File: config.mk
export PLATFORM = sky130hd
export DESIGN_NAME = front_middle_back_queue
export DESIGN_NICKNAME = d
export VERILOG_FILES = /design/src/rtl/fmbq_pkg.sv /design/src/rtl/fmbq_ctrl.sv /design/src/rtl/fmbq_dpath.sv /design/src/rtl/front_middle_back_queue.sv
export SDC_FILE = /design/constraint.sdc
export NUM_CORES = 1
export LEC_CHECK = 0
export BUFFER_PORTS_ARGS = -buffer_cell sky130_fd_sc_hd__buf_2
export CORE_MARGIN = 2
export CORE_UTILIZATION = 50
export DETAILED_ROUTE_END_ITERATION = 6
export PLACE_DENSITY = 0.7
export SKIP_LAST_GASP = 1
export SYNTH_ARGS = -nofsm -noshare
export SYNTH_HDL_FRONTEND = slang
export SYNTH_SLANG_ARGS = --single-unit
File: constraint.sdc
create_clock -name clk -period 5.6 [get_ports clk]
set_input_delay 1.12 -clock clk [delete_from_list [all_inputs] [get_ports clk]]
set_output_delay 1.12 -clock clk [all_outputs]
set_load 0.1 [all_outputs]
File: src/rtl/fmbq_pkg.sv
package fmbq_pkg;

    // Default sizes of the store.
    localparam int DEPTH_DEF      = 32;
    localparam int VALUE_BITS_DEF = 31;

    // Fixed field widths at the ports.
    localparam int OP_BITS     = 3;
    localparam int PUSH_BITS   = 31;
    localparam int POP_BITS    = 31;
    localparam int STATUS_BITS = 2;
    localparam int FILL_BITS   = 6;

    // Operation codes carried by a request.
    typedef enum logic [OP_BITS-1:0] {
        OP_PUSH_FRONT  = 3'd0,
        OP_PUSH_MIDDLE = 3'd1,
        OP_PUSH_BACK   = 3'd2,
        OP_POP_FRONT   = 3'd3,
        OP_POP_MIDDLE  = 3'd4,
        OP_POP_BACK    = 3'd5
    } op_t;

    // Result status codes.
    typedef enum logic [STATUS_BITS-1:0] {
        ST_OK    = 2'd0,
        ST_EMPTY = 2'd1,
        ST_FULL  = 2'd2
    } status_t;

    // Commands from the controller to the datapath.
    typedef struct packed {
        logic load;     // capture a new request
        logic rd_pop;   // read the entry being removed
        logic rd_move;  // read the next entry to shift
        logic wr_move;  // write the shifted entry and step the cursor
        logic wr_val;   // write the pushed value at its position
        logic cap_pop;  // capture the removed value
        logic finish;   // update the count and load the result register
    } cmd_t;

    // Status from the datapath to the controller.
    typedef struct packed {
        logic do_ins;         // current request inserts a value
        logic do_rem;         // current request removes a value
        logic at_pos;         // cursor sits at the insert position
        logic next_at_pos;    // cursor will reach the insert position after this move
        logic rem_more;       // an entry behind the cursor still has to move forward
        logic rem_more_next;  // the same, after the cursor steps once more
        logic out_free;       // result register can take a new result
    } stat_t;

endpackage

File: src/rtl/fmbq_ctrl.sv
module fmbq_ctrl
(
    input  logic            clk,
    input  logic            rst_n,
    input  logic            req_valid,
    input  fmbq_pkg::stat_t st,
    output fmbq_pkg::cmd_t  cmd,
    output logic            req_stall
);

    typedef enum logic [7:0] {
        S_IDLE     = 8'b0000_0001,
        S_DISPATCH = 8'b0000_0010,
        S_POP_RD   = 8'b0000_0100,
        S_POP_CAP  = 8'b0000_1000,
        S_MOVE_RD  = 8'b0001_0000,
        S_MOVE_WR  = 8'b0010_0000,
        S_INS_WR   = 8'b0100_0000,
        S_FIN      = 8'b1000_0000
    } state_t;

    state_t state_reg;
    state_t state_next;

    // State register.
    always_ff @(posedge clk or negedge rst_n)
    begin
        if (!rst_n)
        begin
            state_reg <= S_IDLE;
        end
        else
        begin
            state_reg <= state_next;
        end
    end

    // A new request is taken only while no other one is in progress.
    assign req_stall = (state_reg != S_IDLE);

    // Next state and command decode.
    always_comb
    begin
        state_next = state_reg;
        cmd        = '0;
        unique case (state_reg)
            S_IDLE:
            begin
                if (req_valid)
                begin
                    cmd.load   = 1'b1;
                    state_next = S_DISPATCH;
                end
            end
            S_DISPATCH:
            begin
                if (st.do_ins)
                begin
                    state_next = st.at_pos ? S_INS_WR : S_MOVE_RD;
                end
                else if (st.do_rem)
                begin
                    state_next = S_POP_RD;
                end
                else
                begin
                    state_next = S_FIN;
                end
            end
            S_POP_RD:
            begin
                cmd.rd_pop = 1'b1;
                state_next = S_POP_CAP;
            end
            S_POP_CAP:
            begin
                cmd.cap_pop = 1'b1;
                state_next  = st.rem_more ? S_MOVE_RD : S_FIN;
            end
            S_MOVE_RD:
            begin
                cmd.rd_move = 1'b1;
                state_next  = S_MOVE_WR;
            end
            S_MOVE_WR:
            begin
                cmd.wr_move = 1'b1;
                if (st.do_ins)
                begin
                    state_next = st.next_at_pos ? S_INS_WR : S_MOVE_RD;
                end
                else
                begin
                    state_next = st.rem_more_next ? S_MOVE_RD : S_FIN;
                end
            end
            S_INS_WR:
            begin
                cmd.wr_val = 1'b1;
                state_next = S_FIN;
            end
            S_FIN:
            begin
                if (st.out_free)
                begin
                    cmd.finish = 1'b1;
                    state_next = S_IDLE;
                end
            end
            default:
            begin
                state_next = S_IDLE;
            end
        endcase
    end

endmodule

File: src/rtl/fmbq_dpath.sv
module fmbq_dpath
#(
    parameter int DEPTH      = fmbq_pkg::DEPTH_DEF,
    parameter int VALUE_BITS = fmbq_pkg::VALUE_BITS_DEF
)
(
    input  logic                             clk,
    input  logic                             rst_n,
    input  fmbq_pkg::cmd_t                   cmd,
    output fmbq_pkg::stat_t                  st,
    input  logic [fmbq_pkg::OP_BITS-1:0]     op,
    input  logic [fmbq_pkg::PUSH_BITS-1:0]   push_value,
    input  logic                             res_stall,
    output logic                             res_valid,
    output logic [fmbq_pkg::POP_BITS-1:0]    pop_value,
    output logic [fmbq_pkg::STATUS_BITS-1:0] status,
    output logic [fmbq_pkg::FILL_BITS-1:0]   fill_count
);

    localparam int CW = $clog2(DEPTH + 1);
    localparam int AW = $clog2(DEPTH);

    // Entry store, element 0 is the front.
    logic [VALUE_BITS-1:0] mem [DEPTH];

    logic                  do_ins_reg;
    logic                  do_rem_reg;
    fmbq_pkg::status_t     item_status_reg;
    logic [VALUE_BITS-1:0] val_reg;
    logic [CW-1:0]         pos_reg;
    logic [CW-1:0]         cur_reg;
    logic [CW-1:0]         count_reg;
    logic [CW-1:0]         count_next;
    logic [VALUE_BITS-1:0] rd_data_reg;
    logic [VALUE_BITS-1:0] popped_reg;
    logic [VALUE_BITS-1:0] res_pop_reg;
    fmbq_pkg::status_t     res_status_reg;
    logic [CW-1:0]         res_fill_reg;
    logic                  res_valid_reg;

    logic                  full;
    logic                  empty;
    logic                  acc_ins;
    logic                  acc_rem;
    fmbq_pkg::status_t     acc_status;
    logic [CW-1:0]         acc_pos;
    logic [CW-1:0]         cur_m1;
    logic [CW-1:0]         cur_p1;
    logic                  mem_re;
    logic                  mem_we;
    logic [AW-1:0]         rd_addr;
    logic [AW-1:0]         wr_addr;
    logic [VALUE_BITS-1:0] wr_data;

    assign full  = (count_reg == CW'(DEPTH));
    assign empty = (count_reg == '0);

    // Request decode: target position and error status.
    always_comb
    begin
        acc_ins    = 1'b0;
        acc_rem    = 1'b0;
        acc_status = fmbq_pkg::ST_OK;
        acc_pos    = '0;
        unique case (fmbq_pkg::op_t'(op))
            fmbq_pkg::OP_PUSH_FRONT:
            begin
                acc_pos = '0;
                if (full) acc_status = fmbq_pkg::ST_FULL;
                else      acc_ins    = 1'b1;
            end
            fmbq_pkg::OP_PUSH_MIDDLE:
            begin
                acc_pos = count_reg >> 1;
                if (full) acc_status = fmbq_pkg::ST_FULL;
                else      acc_ins    = 1'b1;
            end
            fmbq_pkg::OP_PUSH_BACK:
            begin
                acc_pos = count_reg;
                if (full) acc_status = fmbq_pkg::ST_FULL;
                else      acc_ins    = 1'b1;
            end
            fmbq_pkg::OP_POP_FRONT:
            begin
                acc_pos = '0;
                if (empty) acc_status = fmbq_pkg::ST_EMPTY;
                else       acc_rem    = 1'b1;
            end
            fmbq_pkg::OP_POP_MIDDLE:
            begin
                acc_pos = (count_reg - 1'b1) >> 1;
                if (empty) acc_status = fmbq_pkg::ST_EMPTY;
                else       acc_rem    = 1'b1;
            end
            fmbq_pkg::OP_POP_BACK:
            begin
                acc_pos = count_reg - 1'b1;
                if (empty) acc_status = fmbq_pkg::ST_EMPTY;
                else       acc_rem    = 1'b1;
            end
            default:
            begin
                acc_pos = '0;
            end
        endcase
    end

    // Cursor neighbors used while shifting.
    assign cur_m1 = cur_reg - 1'b1;
    assign cur_p1 = cur_reg + 1'b1;

    // Status toward the controller.
    assign st.do_ins        = do_ins_reg;
    assign st.do_rem        = do_rem_reg;
    assign st.at_pos        = (cur_reg == pos_reg);
    assign st.next_at_pos   = (cur_m1 == pos_reg);
    assign st.rem_more      = (({1'b0, cur_reg} + (CW + 1)'(1)) < {1'b0, count_reg});
    assign st.rem_more_next = (({1'b0, cur_reg} + (CW + 1)'(2)) < {1'b0, count_reg});
    assign st.out_free      = !res_valid_reg || !res_stall;

    // Request capture and cursor control.
    always_ff @(posedge clk or negedge rst_n)
    begin
        if (!rst_n)
        begin
            do_ins_reg <= 1'b0;
            do_rem_reg <= 1'b0;
        end
        else if (cmd.load)
        begin
            do_ins_reg <= acc_ins;
            do_rem_reg <= acc_rem;
        end
    end

    always_ff @(posedge clk)
    begin
        if (cmd.load)
        begin
            item_status_reg <= acc_status;
            val_reg         <= VALUE_BITS'(push_value);
            pos_reg         <= acc_pos;
            cur_reg         <= acc_ins ? count_reg : acc_pos;
        end
        else if (cmd.wr_move)
        begin
            cur_reg <= do_ins_reg ? cur_m1 : cur_p1;
        end
        if (cmd.cap_pop)
        begin
            popped_reg <= rd_data_reg;
        end
    end

    // Memory port: inserts move entries backward, removals move them forward.
    assign mem_re  = cmd.rd_pop || cmd.rd_move;
    assign mem_we  = cmd.wr_move || cmd.wr_val;
    assign rd_addr = cmd.rd_pop ? pos_reg[AW-1:0]
                   : (do_ins_reg ? cur_m1[AW-1:0] : cur_p1[AW-1:0]);
    assign wr_addr = cmd.wr_val ? pos_reg[AW-1:0] : cur_reg[AW-1:0];
    assign wr_data = cmd.wr_val ? val_reg : rd_data_reg;

    always_ff @(posedge clk)
    begin
        if (mem_we)
        begin
            mem[wr_addr] <= wr_data;
        end
        if (mem_re)
        begin
            rd_data_reg <= mem[rd_addr];
        end
    end

    // Fill count after the current request.
    always_comb
    begin
        if (do_ins_reg)      count_next = count_reg + 1'b1;
        else if (do_rem_reg) count_next = count_reg - 1'b1;
        else                 count_next = count_reg;
    end

    always_ff @(posedge clk or negedge rst_n)
    begin
        if (!rst_n)
        begin
            count_reg     <= '0;
            res_valid_reg <= 1'b0;
        end
        else
        begin
            if (cmd.finish)
            begin
                count_reg <= count_next;
            end
            if (cmd.finish)
            begin
                res_valid_reg <= 1'b1;
            end
            else if (res_valid_reg && !res_stall)
            begin
                res_valid_reg <= 1'b0;
            end
        end
    end

    // Result register.
    always_ff @(posedge clk)
    begin
        if (cmd.finish)
        begin
            res_pop_reg    <= do_rem_reg ? popped_reg : '0;
            res_status_reg <= item_status_reg;
            res_fill_reg   <= count_next;
        end
    end

    assign res_valid  = res_valid_reg;
    assign pop_value  = fmbq_pkg::POP_BITS'(res_pop_reg);
    assign status     = res_status_reg;
    assign fill_count = fmbq_pkg::FILL_BITS'(res_fill_reg);

endmodule

File: src/rtl/front_middle_back_queue.sv
// Ordered store of up to DEPTH values kept in a single-port memory with element 0 at the
// front. Each request pushes a value at the front, middle or back, or pops one from there,
// and always returns one result with the popped value, a status and the fill count. One
// request is in progress at a time, and every entry that a request shifts needs one memory
// read and one memory write on the shared port. Back operations shift nothing, front
// operations shift every stored entry, and middle operations shift about half of them.
// Errors and unused codes go from dispatch straight to the finish state. A finished
// result waits in an output register, so the next request is taken while the previous
// result has not yet been collected.
module front_middle_back_queue
#(
    parameter int DEPTH      = fmbq_pkg::DEPTH_DEF,
    parameter int VALUE_BITS = fmbq_pkg::VALUE_BITS_DEF
)
(
    input  logic                             clk,
    input  logic                             rst_n,
    input  logic                             req_valid,
    output logic                             req_stall,
    input  logic [fmbq_pkg::OP_BITS-1:0]     op,
    input  logic [fmbq_pkg::PUSH_BITS-1:0]   push_value,
    output logic                             res_valid,
    input  logic                             res_stall,
    output logic [fmbq_pkg::POP_BITS-1:0]    pop_value,
    output logic [fmbq_pkg::STATUS_BITS-1:0] status,
    output logic [fmbq_pkg::FILL_BITS-1:0]   fill_count
);

    fmbq_pkg::cmd_t  cmd;
    fmbq_pkg::stat_t st;

    // Sequencer.
    fmbq_ctrl u_ctrl
    (
        .clk       (clk),
        .rst_n     (rst_n),
        .req_valid (req_valid),
        .st        (st),
        .cmd       (cmd),
        .req_stall (req_stall)
    );

    // Storage, cursor and result register.
    fmbq_dpath
    #(
        .DEPTH      (DEPTH),
        .VALUE_BITS (VALUE_BITS)
    )
    u_dpath
    (
        .clk        (clk),
        .rst_n      (rst_n),
        .cmd        (cmd),
        .st         (st),
        .op         (op),
        .push_value (push_value),
        .res_stall  (res_stall),
        .res_valid  (res_valid),
        .pop_value  (pop_value),
        .status     (status),
        .fill_count (fill_count)
    );

    // An accepted request raises the stall in the cycle after it is taken.
    a_accept_blocks: assert property (@(posedge clk) disable iff (!rst_n)
        req_valid && !req_stall |=> req_stall)
        else $error("request accepted while another was in progress");

    // A dropped push never reports a value.
    a_full_no_value: assert property (@(posedge clk) disable iff (!rst_n)
        res_valid && (status == fmbq_pkg::ST_FULL) |-> (pop_value == '0))
        else $error("full status with a nonzero value");

    // A pop on an empty store reports an empty store and no value.
    a_empty_count: assert property (@(posedge clk) disable iff (!rst_n)
        res_valid && (status == fmbq_pkg::ST_EMPTY) |-> (fill_count == '0) && (pop_value == '0))
        else $error("empty status with stored values");

    // The result register only changes when the sequencer finishes a request.
    a_finish_slot: assert property (@(posedge clk) disable iff (!rst_n)
        cmd.finish |-> st.out_free)
        else $error("result overwritten before it was taken");

endmodule
[After elaboration in Yosys (flattened, before gate mapping)]
Memory sizes are Yosys's and may differ from the RTL's. A register that Yosys moved wholly into a read port is not among the register bits.
Cells that the tools add are included.
Storage, ports and cells
  bits in registers: 132
  bits in writable memories: 992
  bits of input ports: 38
  output and inout bits: 41
  logic and storage cells: 95
  memories: 1
Memory list
  u_dpath.mem: words 32, width 31, read ports 1, clocked after memory_dff 1, wr ports 1, RTL line fmbq_dpath.sv:24  | logic [VALUE_BITS-1:0] mem [DEPTH];
Operators by class
  $add $sub $neg: 6
  order comparisons: 2
  equality and inequality tests: 19
  multiplexer cells: 41
  reductions and logical operators: 13
Operator list (number)
  $pmux W8 S8: 1
  $mux W8: 7
  $mux W6: 6
  $mux W31: 1
  $pmux W6 S4: 1
  $mux W1: 18
  $mux W5: 3
  $lt A7 B6 Y1: 2
  $mux W7: 2
  $add A6 B1 Y6 const B: 2
  $eq A6 B6 Y1: 2
  $sub A6 B1 Y6 const B: 2
  $eq A8 B1 Y1 const B: 1
  $eq A8 B2 Y1 const B: 1
  $eq A8 B3 Y1 const B: 1
  $eq A8 B4 Y1 const B: 1
  $eq A8 B5 Y1 const B: 1
  $eq A8 B6 Y1 const B: 1
  $eq A8 B7 Y1 const B: 1
  $eq A8 B8 Y1 const B: 1
  $ne A8 B1 Y1 const B: 1
  $add A6 B1 Y7 const B: 1
  $add A6 B2 Y7 const B: 1
  $eq A3 B2 Y1 const B: 2
  14 further kinds: 21

[Depth between registers and ports, before layout]
  depth after elaboration: 5
  gate-level depth with buffers: 13
  depth with buffers taken out: 10

[Hierarchy]
From an unflattened synthesis, not the netlist that was laid out.
Unflattened totals
  cells, all modules: 2886
  area, all modules: 46673.5 µm²
Modules (own cells, without submodules)
  fmbq_dpath: instances 1, cells each 2837, area each 46189.3 µm²
  fmbq_ctrl: instances 1, cells each 49, area each 484.2 µm²

[Least setup slack after synthesis]
Ideal clock, no wire load.
  path kind: reg2reg
  start: reg u_ctrl.state_reg[1]
  end: mem u_dpath.mem[17][0] (netlist bit), enable pin
  data arrival time: 4163 ps
  setup slack: 980 ps
  stages on the path, launching flop included: 8
  buffers on the path: 1
  period minus slack after synthesis: 4620 ps
  cells stage by stage: dfrtp_1 > nor4_1 > nand2_1 > nor3b_1 > clkbuf_1 > nand2_1 > o32a_1 > nor3_1
Between the ends
  longest elaborated chain between the ends: 5
Ends and longest elaborated chain
  start: declaration: RTL line fmbq_ctrl.sv:22  | state_t state_reg;
  start signal: assignment: RTL line fmbq_ctrl.sv:34  | state_reg <= state_next;
  $eq A8 B6 Y1 / $eq A8 B7 Y1 (equally long branches): RTL line fmbq_ctrl.sv:46  | unique case (state_reg)
  $mux W1: RTL line fmbq_ctrl.sv:46
  $logic_or A1 B1 Y1: RTL line fmbq_dpath.sv:158  | assign mem_we = cmd.wr_move || cmd.wr_val;
  $mux W1: RTL line fmbq_dpath.sv:166  | if (mem_we)
  $mux W1 (not written as such): RTL line fmbq_dpath.sv:168  | mem[wr_addr] <= wr_data;
  end: declaration: RTL line fmbq_dpath.sv:24
Parallel ways exist; a longest one is shown, timed or not.

[Final worst setup path]
  start: reg u_dpath.cur_reg[0]
  end: reg u_dpath.rd_data_reg[6] (read register of u_dpath.mem), data pin
Between the ends
  longest elaborated chain between the ends: 3
Ends and longest elaborated chain
  start: declaration: RTL line fmbq_dpath.sv:31  | logic [CW-1:0] cur_reg;
  start signal: assignment: RTL line fmbq_dpath.sv:144  | cur_reg <= acc_ins ? count_reg : acc_pos;
  start signal: assignment: RTL line fmbq_dpath.sv:148  | cur_reg <= do_ins_reg ? cur_m1 : cur_p1;
  $add A6 B1 Y6 / $sub A6 B1 Y6 (equally long branches): RTL line fmbq_dpath.sv:111, fmbq_dpath.sv:110
  $mux W5 *: RTL line fmbq_dpath.sv:160  | : (do_ins_reg ? cur_m1[AW-1:0] : cur_p1[AW-1:0]);
  $mux W5 *: RTL line fmbq_dpath.sv:159  | assign rd_addr = cmd.rd_pop ? pos_reg[AW-1:0]
  end: declaration: RTL line fmbq_dpath.sv:34  | logic [VALUE_BITS-1:0] rd_data_reg;
Mark *: on every way between the ends. The rest lies on a longest branch, timed or not.
A chain may end at the register's enable or synchronous reset.

==> results.md <==
* Cts bufs inserted at 107
* Clock Sinks at 1,155
* Vias at 28,444
* Core area at 0.0929 mm²
* Maxcap violations at 0
* CP max stage cell: edfxtp_1
* First-pass GRT wire length at 177,000 µm
* DRC errors left at 0
* Tcrit/Tclk final at 0.750
* Die Ht at 310 µm
* Io pins at 79
* Top_reg_cell synth: edfxtp_1
* Setup Skew at 33.9 ps
* Total Wirelength at 121,000 µm
* RR Startpoint: u_dpath.cur_reg[0]
* Run status: completed
* Most common cell after layout, fill and taps aside: edfxtp_1
* FF/Latch Area at 0.0346 mm²
* Syn_nets at 3,202
* Worst vdd ir at 0.681 mV
* Netlist cell types at 71
* Highest routed metal layer: met4
* Multi-input logic area at 0.0114 mm²
* CP delay by family, top: compound AO/OA/AOI/OAI gates
* Final Hold Vio Count at 0
* Buffers on Ports at 78
* Largest net degree at the start of global routing at 115
* Postcts setup bufs at 0
* Wl on met1 at 48,800 µm
* Reg-to-reg slack, setup at 1400 ps
* Worst Path Buf+Inv at 2
* Hpwl dp at 69,600 µm
* Fin. max-slew vios at 0
* Crit path capture type: flip-flop
* Syn Std Cell Area at 0.0467 mm²
* Vias per cell at 6.25
* R2R Path End: u_dpath.rd_data_reg[6]
* Clock input transition at the sequential cells of the worst setup and hold paths at 60 ps
* WS Path Type: flip-flop to flip-flop
* Slew margin rel. at 0.126
* GRT Util Overall at 0.251
* Post-route setup TNS at 0 ps
* DR WL met3 at 12,600 µm
* Yosys reg bits at 1,155
* Post-synthesis sequential area ratio at 0.740
* Mean Syn Cell Area at 14.9 µm²
* Setup crit start kind: flip-flop
* Chip Width at 310 µm
* Met2 Routed Length at 55,600 µm
* Max FFs per register at 992
* Worst Path Max Fanout at 55
* Row count at 112
* P_leak at 17.6 nW
* Synthesized netlist cell count at 3,147
* # fillers at 7,129
* Cells along the critical path: inv_1, ha_1, xor2_1, a21o_4, nand2_4, buf_12, a211oi_1, a211o_1, o2111ai_1, nor3b_1
* Fmax at 238 MHz
* HP Class: input pin to async pin
* Worst Tran Pin Value at 1310 ps
* CTS root buf: clkbuf_16
* Vias in the first global route at 27,188
* Endpoints failing setup at 0
* CP arrival at 4630 ps
* Asr flop ratio synth at 0.0147
* Initial antenna violation count at 1
* Fin nets at 3,265
* Worst r2r path cells at 10
* CTS tree: done
* Post-DRT Antenna Nets at 0
* Diode count at 0
* Routability cong. at 0.921
* Max clock buf depth at 3
* Hold slack at 380 ps
* Hold-fix buffer count after cts at 0
* Clk Latency, worst-skew pair at 700 ps
* Largest Register: u_dpath.mem
* CP peak stage delay at 630 ps
* Die area at 0.0959 mm²
* Initial Utilization at 0.503
* DR WL/cell at 26.7 µm
* Synth Warn # at 0
* Htree depth at 3
* DR pass1 iterations at 7
* Most frequent cells in the layout: edfxtp_1, nand2_1, nand3_1, mux2i_1, o21ai_0
* Layout cells sized above 1 at 0.125
* Crit path time final at 4200 ps
* Initial DRC Count at 4,129
* CTS resizes at 0
* CP required at 6030 ps
* Area growth syn-to-layout at 12.2%
* P per Cell Area at 542 mW/mm²
* RSZ-0062 raised after global routing: no
* EDFF count, synth at 1,138
* Grt ovf at 0
[through the flow]
stage               std cells   util  total power, mW  worst slack, ps  cell area, µm²
finish                   4554  0.564             28.4             1400           52400
global route             4554  0.564             29.6             1230           52400
CTS                      4554  0.564             28.4             1470           52400
detailed placement       4355  0.527             21.1             1500           49000
global placement         4355  0.527             21.0             1580           49000
floorplan                3147      -             17.9              980           46700
[cells in the mapped netlist (5+ instances only)]
master	number	area share
a21oi_1	74	0.0079
a32oi_1	31	0.0058
inv_1	14	0.0011
buf_4	24	0.0039
nand4_1	69	0.0092
a211oi_1	36	0.0058
a2111oi_0	5	0.00094
and3_1	38	0.0051
a41oi_1	29	0.0054
o22ai_1	32	0.0043
dfrtp_1	16	0.0086
nor3_1	15	0.0016
xor2_1	12	0.0022
nor4_1	5	0.00067
o21ai_0	144	0.015
a22o_1	28	0.0052
clkbuf_1	120	0.0096
a211o_1	29	0.0054
nor3b_1	25	0.0040
nand3_1	264	0.028
nand2_1	404	0.032
edfxtp_1	1138	0.73
and2_1	32	0.0043
nor3b_2	10	0.0027
buf_2	66	0.0071
nor2_1	56	0.0045
buf_1	9	0.00072
mux2i_1	239	0.051
a21o_1	6	0.00096
a31oi_1	40	0.0054
ha_1	17	0.0046
o2111ai_1	28	0.0052
xnor2_1	17	0.0032
[cells by family (layout without fill, tap and decap cells)]
logic type,after synthesis,after routing,share of synthesized area
compound gates,517,517,0.0746
xor+xnor,29,29,0.00543
fa+ha+maj,17,17,0.00455
buf+inv,236,389,0.0230
flops,1155,1155,0.740
mux,246,246,0.0538
simple gates,947,947,0.0984
[routing by layer]
layer,vias to the layer above,global-route usage
li1,12339,-
met3,232,0.0520
met4,0,0.0963
met5,-,0
met1,14257,0.354
met2,1616,0.387
[worst reg2reg max path: cells and delay by family (launching register included)]
kind / cells / cell delay, ps
xor+xnor: 1 / 440
simple gates: 2 / 770
buf+inv: 2 / 610
compound gates: 4 / 1100
flops: 1 / 630
fa+ha+maj: 1 / 420
[report_power, final]
group	switching, mW	internal, mW	total [mW]
sequential	0.212	9.80	10.0
combinational	7.41	3.71	11.1
clock	3.16	4.12	7.28
[layout make-up]
cell class / instances / area share
multi-input cells: 1756 / 0.218
inverters: 15 / 0.00107
repair buffers: 175 / 0.0249
well taps: 1254 / 0.0299
clock buffers: 129 / 0.0536
flip-flops and latches: 1155 / 0.660
clock inverters: 70 / 0.0127
[how the worst max path moves through the flow]
stage                              startpoint                       to  slack, ps  depth (start not counted)
after floorplan           u_ctrl.state_reg[1]       u_dpath.mem[17][0]        980                          7
after global placement     u_dpath.cur_reg[0]  u_dpath.rd_data_reg[13]       1580                         10
after detailed placement   u_dpath.cur_reg[0]   u_dpath.rd_data_reg[6]       1500                         10
after CTS                  u_dpath.cur_reg[0]   u_dpath.rd_data_reg[6]       1470                         10
after global routing       u_dpath.cur_reg[0]   u_dpath.rd_data_reg[6]       1230                         10
final                      u_dpath.cur_reg[0]   u_dpath.rd_data_reg[6]       1400                         10
(Power assumes the default switching activity.)
